===== config.mk =====
export PLATFORM = sky130hd
export DESIGN_NAME = alpha_mask_compositor_core
export DESIGN_NICKNAME = d
export VERILOG_FILES = /design/src/rtl/amc_pkg.sv /design/src/rtl/amc_front.sv /design/src/rtl/amc_queue.sv /design/src/rtl/amc_back.sv /design/src/rtl/alpha_mask_compositor_core.sv
export SDC_FILE = /design/constraint.sdc
export NUM_CORES = 1
export LEC_CHECK = 0
export ABC_AREA = 0
export BUFFER_PORTS_ARGS = -buffer_cell sky130_fd_sc_hd__buf_2
export CAP_MARGIN = 40
export CORE_MARGIN = 2
export CORE_UTILIZATION = 66
export DETAILED_ROUTE_END_ITERATION = 12
export HOLD_SLACK_MARGIN = 0.12
export PLACE_DENSITY_LB_ADDON = 0.08
export SYNTH_ARGS = -nofsm -noshare
export SYNTH_HDL_FRONTEND = slang
export SYNTH_SLANG_ARGS = --single-unit

===== constraint.sdc =====
create_clock -name clock -period 26.3 [get_ports clock]
set_input_delay 2.63 -clock clock [delete_from_list [all_inputs] [get_ports clock]]
set_output_delay 2.63 -clock clock [all_outputs]
set_load 0.02 [all_outputs]

===== src/rtl/amc_pkg.sv =====
// Shared types, constants and the divide-by-255 helper for the alpha mask compositor.
// Used by every module of the block; depends on nothing else.
package amc_pkg;

   localparam int ALPHA_W     = 8;
   localparam int PROD_W      = 2 * ALPHA_W;
   localparam int CSR_INDEX_W = 8;
   localparam int QUEUE_DEPTH = 2;
   localparam int QUEUE_PTR_W = $clog2(QUEUE_DEPTH);
   localparam int QUEUE_CNT_W = $clog2(QUEUE_DEPTH + 1);

   localparam logic [ALPHA_W-1:0] ALPHA_MAX  = 8'd255;
   localparam logic [ALPHA_W-1:0] ALPHA_HALF = 8'd127;

   // Register indexes of the configuration port.
   localparam logic [CSR_INDEX_W-1:0] CSR_COMPOSITE_MODE = 8'd0;
   localparam logic [CSR_INDEX_W-1:0] CSR_LAYER_OPACITY  = 8'd1;

   typedef enum logic [1:0] {
      MODE_OVER     = 2'd0,
      MODE_CLEAR    = 2'd1,
      MODE_ERASE    = 2'd2,
      MODE_SUBTRACT = 2'd3
   } mode_type;

   typedef struct packed {
      mode_type           mode;
      logic [ALPHA_W-1:0] opacity;
   } cfg_type;

   // One classified request. When blend is low, word[7:0] already holds the result.
   // When blend is high, word holds source times opacity and the back end finishes it.
   typedef struct packed {
      logic               blend;
      logic [ALPHA_W-1:0] dest;
      logic [PROD_W-1:0]  word;
   } entry_type;

   // Exact floor(x / 255) for every x below 65280, which covers all values used here.
   function automatic logic [ALPHA_W-1:0] div255(input logic [PROD_W:0] x);
      logic [PROD_W+1:0] sum;
      begin
         sum = {1'b0, x} + {{(ALPHA_W+1){1'b0}}, x[PROD_W:ALPHA_W]} + (PROD_W+2)'(1);
         div255 = sum[PROD_W-1:ALPHA_W];
      end
   endfunction

endpackage


===== src/rtl/amc_front.sv =====
// Front end of the alpha mask compositor: classifies each request by mode and opacity.
// Uses amc_pkg; feeds the request queue.
module amc_front (
   input  amc_pkg::cfg_type                 cfg,
   input  logic [amc_pkg::ALPHA_W-1:0]      dest_alpha,
   input  logic [amc_pkg::ALPHA_W-1:0]      source_alpha,
   output amc_pkg::entry_type               entry
);

   logic [amc_pkg::PROD_W-1:0] product;

   assign product = amc_pkg::PROD_W'(source_alpha) * amc_pkg::PROD_W'(cfg.opacity);

   always_comb begin
      entry.blend = 1'b0;
      entry.dest  = dest_alpha;
      entry.word  = '0;
      unique case (cfg.mode)
         amc_pkg::MODE_CLEAR: begin
            entry.word = '0;
         end
         amc_pkg::MODE_ERASE: begin
            entry.word = amc_pkg::PROD_W'((dest_alpha < source_alpha) ? dest_alpha
                                                                      : source_alpha);
         end
         amc_pkg::MODE_SUBTRACT: begin
            entry.word = (dest_alpha > source_alpha)
                         ? amc_pkg::PROD_W'(dest_alpha - source_alpha) : '0;
         end
         default: begin
            if ((cfg.opacity == '0) || (source_alpha == '0)) begin
               entry.word = amc_pkg::PROD_W'(dest_alpha);
            end else if ((cfg.opacity == amc_pkg::ALPHA_MAX) &&
                         ((dest_alpha == '0) || (source_alpha == amc_pkg::ALPHA_MAX))) begin
               entry.word = amc_pkg::PROD_W'(source_alpha);
            end else begin
               // At full opacity the scaled source rounds back to the source itself.
               entry.blend = 1'b1;
               entry.word  = product;
            end
         end
      endcase
   end

endmodule


===== src/rtl/amc_queue.sv =====
// Short request queue between the front and back ends of the alpha mask compositor.
// Uses amc_pkg for the entry type and depth.
module amc_queue (
   input  logic                clock,
   input  logic                reset,
   input  logic                push,
   input  amc_pkg::entry_type  push_entry,
   output logic                full,
   output logic                not_empty,
   input  logic                pop,
   output amc_pkg::entry_type  pop_entry
);

   localparam int PW = amc_pkg::QUEUE_PTR_W;
   localparam int CW = amc_pkg::QUEUE_CNT_W;

   amc_pkg::entry_type entries_ff [amc_pkg::QUEUE_DEPTH];
   logic [PW-1:0]      wr_ptr_ff, wr_ptr_in;
   logic [PW-1:0]      rd_ptr_ff, rd_ptr_in;
   logic [CW-1:0]      count_ff,  count_in;

   assign full      = (count_ff == CW'(amc_pkg::QUEUE_DEPTH));
   assign not_empty = (count_ff != '0);
   assign pop_entry = entries_ff[rd_ptr_ff];

   always_comb begin
      wr_ptr_in = wr_ptr_ff;
      rd_ptr_in = rd_ptr_ff;
      count_in  = count_ff;
      if (push) begin
         wr_ptr_in = (wr_ptr_ff == PW'(amc_pkg::QUEUE_DEPTH - 1)) ? '0 : wr_ptr_ff + PW'(1);
      end
      if (pop) begin
         rd_ptr_in = (rd_ptr_ff == PW'(amc_pkg::QUEUE_DEPTH - 1)) ? '0 : rd_ptr_ff + PW'(1);
      end
      if (push && !pop) begin
         count_in = count_ff + CW'(1);
      end else if (pop && !push) begin
         count_in = count_ff - CW'(1);
      end
   end

   always_ff @(posedge clock) begin
      if (reset) begin
         wr_ptr_ff <= '0;
         rd_ptr_ff <= '0;
         count_ff  <= '0;
      end else begin
         wr_ptr_ff <= wr_ptr_in;
         rd_ptr_ff <= rd_ptr_in;
         count_ff  <= count_in;
      end
   end

   always_ff @(posedge clock) begin
      if (push) begin
         entries_ff[wr_ptr_ff] <= push_entry;
      end
   end

`ifndef SYNTHESIS
   a_count_bound: assert property (@(posedge clock) disable iff (reset)
      count_ff <= CW'(amc_pkg::QUEUE_DEPTH))
      else $error("queue count exceeds its depth");

   a_full_holds: assert property (@(posedge clock) disable iff (reset)
      (full && !pop) |=> full)
      else $error("queue left full state without a pop");
`endif

endmodule


===== src/rtl/amc_back.sv =====
// Back end of the alpha mask compositor: finishes the over blend in two stages.
// Uses amc_pkg for the entry type and the divide-by-255 helper; drains the request queue.
module amc_back (
   input  logic                          clock,
   input  logic                          reset,
   input  logic                          entry_ready,
   input  amc_pkg::entry_type            entry,
   output logic                          pop,
   output logic                          rsp_valid,
   input  logic                          rsp_stall,
   output logic [amc_pkg::ALPHA_W-1:0]   rsp_result_alpha
);

   localparam int AW = amc_pkg::ALPHA_W;
   localparam int PW = amc_pkg::PROD_W;

   logic           advance;
   logic [AW-1:0]  scaled_alpha;
   logic [PW:0]    blend_sum;

   logic           st_valid_ff, st_valid_in;
   logic           st_blend_ff;
   logic [PW-1:0]  st_word_ff, st_word_in;
   logic           out_valid_ff, out_valid_in;
   logic [AW-1:0]  out_data_ff, out_data_in;

   // The whole back pipeline moves together unless the output is held.
   assign advance = !out_valid_ff || !rsp_stall;
   assign pop     = advance && entry_ready;

   always_comb begin
      scaled_alpha = amc_pkg::div255((PW+1)'(entry.word) + (PW+1)'(amc_pkg::ALPHA_HALF));
      blend_sum = (PW+1)'(PW'(entry.dest) * PW'(amc_pkg::ALPHA_MAX - scaled_alpha))
                + (PW+1)'({scaled_alpha, {AW{1'b0}}})
                - (PW+1)'(scaled_alpha)
                + (PW+1)'(amc_pkg::ALPHA_HALF);
      st_word_in   = entry.blend ? blend_sum[PW-1:0] : entry.word;
      st_valid_in  = advance ? entry_ready : st_valid_ff;
      out_valid_in = advance ? st_valid_ff : out_valid_ff;
      out_data_in  = st_blend_ff ? amc_pkg::div255({1'b0, st_word_ff}) : st_word_ff[AW-1:0];
   end

   always_ff @(posedge clock) begin
      if (reset) begin
         st_valid_ff  <= 1'b0;
         out_valid_ff <= 1'b0;
      end else begin
         st_valid_ff  <= st_valid_in;
         out_valid_ff <= out_valid_in;
      end
   end

   always_ff @(posedge clock) begin
      if (advance) begin
         st_blend_ff <= entry.blend;
         st_word_ff  <= st_word_in;
         out_data_ff <= out_data_in;
      end
   end

   assign rsp_valid        = out_valid_ff;
   assign rsp_result_alpha = out_data_ff;

`ifndef SYNTHESIS
   a_stage_held: assert property (@(posedge clock) disable iff (reset)
      (out_valid_ff && rsp_stall && st_valid_ff) |=> (st_valid_ff && $stable(st_word_ff)))
      else $error("blend stage lost its request while the output was held");

   a_pop_when_moving: assert property (@(posedge clock) disable iff (reset)
      pop |=> st_valid_ff)
      else $error("popped request did not reach the blend stage");
`endif

endmodule


===== src/rtl/alpha_mask_compositor_core.sv =====
// Top level of the alpha mask compositor: configuration registers and the three parts.
// Uses amc_pkg, amc_front, amc_queue and amc_back.
//
// This block takes one request per clock while req_stall is low, each a destination and a
// source 8-bit alpha value, and returns one composited destination alpha per request, in
// order. The mode (over, clear, erase, subtract) and the layer opacity come from two
// configuration registers written through the csr_ port, which is always ready and must
// only be written while no request is in flight. A request is accepted on a clock edge
// where req_valid is high and req_stall is low; it passes through the two-entry request
// queue that the front end writes and then the back end, which computes the scaled source
// and the blend product in one stage and the final divide by 255 into the output register
// in the next, and its result then appears on rsp_. The sustained rate is one request per
// clock while rsp_stall stays low. A result held by rsp_stall does not block acceptance
// until the queue behind it fills.
module alpha_mask_compositor_core (
   input  logic                              clock,
   input  logic                              reset,
   input  logic                              req_valid,
   output logic                              req_stall,
   input  logic [amc_pkg::ALPHA_W-1:0]       req_dest_alpha,
   input  logic [amc_pkg::ALPHA_W-1:0]       req_source_alpha,
   output logic                              rsp_valid,
   input  logic                              rsp_stall,
   output logic [amc_pkg::ALPHA_W-1:0]       rsp_result_alpha,
   input  logic                              csr_valid,
   output logic                              csr_ready,
   input  logic [amc_pkg::CSR_INDEX_W-1:0]   csr_index,
   input  logic [amc_pkg::ALPHA_W-1:0]       csr_data
);

   amc_pkg::cfg_type   cfg_ff, cfg_in;
   amc_pkg::entry_type front_entry;
   amc_pkg::entry_type queue_entry;
   logic               queue_full;
   logic               queue_not_empty;
   logic               queue_push;
   logic               queue_pop;

   // Configuration writes complete in the cycle they are presented.
   assign csr_ready = 1'b1;

   // Writes to an index beyond the two registers are dropped; a mode write keeps only the low two data bits.
   always_comb begin
      cfg_in = cfg_ff;
      if (csr_valid && csr_ready) begin
         if (csr_index == amc_pkg::CSR_COMPOSITE_MODE) begin
            cfg_in.mode = amc_pkg::mode_type'(csr_data[1:0]);
         end else if (csr_index == amc_pkg::CSR_LAYER_OPACITY) begin
            cfg_in.opacity = csr_data;
         end
      end
   end

   always_ff @(posedge clock) begin
      if (reset) begin
         cfg_ff.mode    <= amc_pkg::MODE_OVER;
         cfg_ff.opacity <= amc_pkg::ALPHA_MAX;
      end else begin
         cfg_ff <= cfg_in;
      end
   end

   // The front end only stalls when the queue has no room left.
   assign req_stall  = queue_full;
   assign queue_push = req_valid && !queue_full;

   amc_front u_front (
      .cfg          (cfg_ff),
      .dest_alpha   (req_dest_alpha),
      .source_alpha (req_source_alpha),
      .entry        (front_entry)
   );

   amc_queue u_queue (
      .clock      (clock),
      .reset      (reset),
      .push       (queue_push),
      .push_entry (front_entry),
      .full       (queue_full),
      .not_empty  (queue_not_empty),
      .pop        (queue_pop),
      .pop_entry  (queue_entry)
   );

   amc_back u_back (
      .clock            (clock),
      .reset            (reset),
      .entry_ready      (queue_not_empty),
      .entry            (queue_entry),
      .pop              (queue_pop),
      .rsp_valid        (rsp_valid),
      .rsp_stall        (rsp_stall),
      .rsp_result_alpha (rsp_result_alpha)
   );

endmodule

==> out/metrics.cfg <==
[sta]
skew_ns=0.0117
final-setup-viol-count=0
tns_ns=0
drv_slew=0
relSlewSlack_pct=42.4
tightest_slew_ns=0.840
fin_crit_sh_pct=38.2
rsz0062_at_grt=no
hold_ws_ns=0.498
fin_crit_ns=10.05
fmax_ghz=0.0995
finalHoldViolCount=0

[clocking]
clk_latency_ns=0.35
hold_buffers=0
tritoncts=built
cts.path.max_buffers=2
cts_made_buffers=9
h-tree-depth=3
cts_num_sinks=92
cts_root_buffer=clkbuf_16
post_cts.repair.setup_buffers=0
clkTransAtPathRegs_ns=0.06
cts_resized=0

[layout]
drive_gt1_share_pct=10.3
fin_nets=1345
final_core_util_pct=71.9
num_antenna_cells=0
final_cells=1330
area_growth_syn_to_layout_pct=6.45

[run]
drv_cap=0

[place]
io_buffers=46
routabilityCongestion=0.939
dp_hpwl_mm=16.9
placed_cells=1314

[global_route]
antenna_found_initial=0
grt_pass1_wl_mm=35.6
grt_pass1_vias=7444
grt_max_degree=31
grt-ovfl-total=0
grt_usage_pct=27.1

[setup_path]
crit_top_cell=fa_1
crit_path_top_delay_cell=or4_1
required_ns=26.48
cp_slowest_stage_delay_ns=0.55
crit_path_start_kind=flop
worstSetupEndpointType=flop
criticalPathCategory=reg2reg
critPathMaxFanout=30
crit_arrival_ns=10.23

[route]
dr_wl_met3_um=875
dr.first_iter.drc_count=385
drc=0
vias=7588
first_pass_iters=5
routed_wl_mm=21.1
via_per_inst=5.71
dr_wl_met2_mm=10.6
wl_per_cell_um=15.9
top_layer=met4
ant_nets=0
wl_met1_mm=8.95

[logic_synthesis]
syn_nets=1317
synth.area.top_cells=edfxtp_1 (22%), fa_1 (17%), ha_1 (13%)
synthFlopType=edfxtp_1
synth.distinct_cells=75
post-synth-top-count-cell=inv_1
synth-seq-area-share_pct=25.1
synth_top_area_cell=edfxtp_1
synth_seq_cells=92
yosysWarnings=0
avgSynthCellArea_um2=9.50
synth_area_mm2=0.0103
postSynthCellCount=1086
async_flop_share_pct=0
yosysTopAreaCellShare_pct=21.8
synth.cells.most_frequent=inv_1 (158), ha_1 (108), nand2_1 (100)
synth_edf_count=75

[status]
run_status=finished clean

[floorplanning]
die-area_mm2=0.0166
core_mm2=0.0153
pin_count=48
start_util_pct=67.6
rows=45
die_x_um=129
die_y_um=129

[hold_path]
hold_class=reg2reg

==> stage by stage <==
| step | worst slack [ns] | area [µm²] |
|---|---|---|
| 2_1_floorplan | 16.86 | 10300 |
| 3_3_place_gp | 16.58 | 10700 |
| 3_5_place_dp | 16.34 | 10700 |
| 4_1_cts | 16.32 | 11000 |
| 5_1_grt | 15.57 | 11000 |
| 6_report | 16.25 | 11000 |
==> kinds of logic after synthesis <==
group,synth area share [%]
AND/OR/NAND/NOR,16.0
buffers and inverters,7.29
adder cells (fa/ha/maj),29.8
AO/OA/AOI/OAI,10.7
flip-flops,25.1
XOR/XNOR,5.87
multiplexers,5.17
other,0.0364
==> final timing paths <==
kind / to / slack [ns] / depth (start not counted) / from
max: u_back.st_word_ff[15]$_DFFE_PP_ / 16.25 / 32 / flop
min: u_back.st_valid_ff$_SDFFE_PP0P_ / 0.50 / 2 / u_back.st_valid_ff$_SDFFE_PP0P_
max reg2reg: u_back.st_word_ff[15]$_DFFE_PP_ / 16.25 / 32 / flop
min reg2reg: u_back.st_valid_ff$_SDFFE_PP0P_ / 0.50 / 2 / u_back.st_valid_ff$_SDFFE_PP0P_
==> flip-flops by register name, indices dropped and copies added, names as in the netlist, named ones only <==
name,count
u_queue.entries_ff,50
u_back.st_word_ff,16
cfg_ff,10
u_back.rsp_result_alpha,8
u_queue.count_ff,2
u_back.rsp_valid,1
u_back.st_blend_ff,1
u_back.st_valid_ff,1
u_queue.rd_ptr_ff,1
u_queue.wr_ptr_ff,1
==> area by class of cell <==
| type | instances | area (µm²) |
|---|---|---|
| clock buffer | 10 | 229 |
| clock inverter | 6 | 40.0 |
| fill | 1152 | 4280 |
| inverter | 159 | 597 |
| multi-input combinational | 799 | 6970 |
| sequential | 92 | 2590 |
| tap | 211 | 264 |
| timing repair buffer | 53 | 284 |
==> metal layers <==
layer	vias to the layer above	GRT usage [%]
met4	0	10.3
met1	3633	32.8
met2	181	48.7
li1	3722	-
met5	-	0
met3	52	4.41
==> worst max-delay path: cells and delay by family, from the launching register on <==
family | cells | cell delay, ns
AND/OR/NAND/NOR | 5 | 1.55
XOR/XNOR | 3 | 1.14
flip-flops | 1 | 0.49
AO/OA/AOI/OAI | 12 | 2.39
multiplexers | 2 | 0.36
buffers and inverters | 2 | 0.47
adder cells (fa/ha/maj) | 8 | 3.47
==> cell usage in the layout, fill, tap and decap left out, drive strengths merged, types with 36 or more instances in the layout <==
| cell type | netlist | routed |
|---|---|---|
| buf | 7 | 53 |
| xnor2 | 37 | 37 |
| inv | 159 | 160 |
| fa | 86 | 86 |
| ha | 108 | 108 |
| edfxtp | 75 | 75 |
| and2 | 36 | 36 |
| a21oi | 52 | 52 |
| nor2 | 82 | 82 |
| nand2 | 100 | 100 |
Power is not shown: default switching activity piles up to over one toggle a cycle in this logic, so the estimate is an artifact.
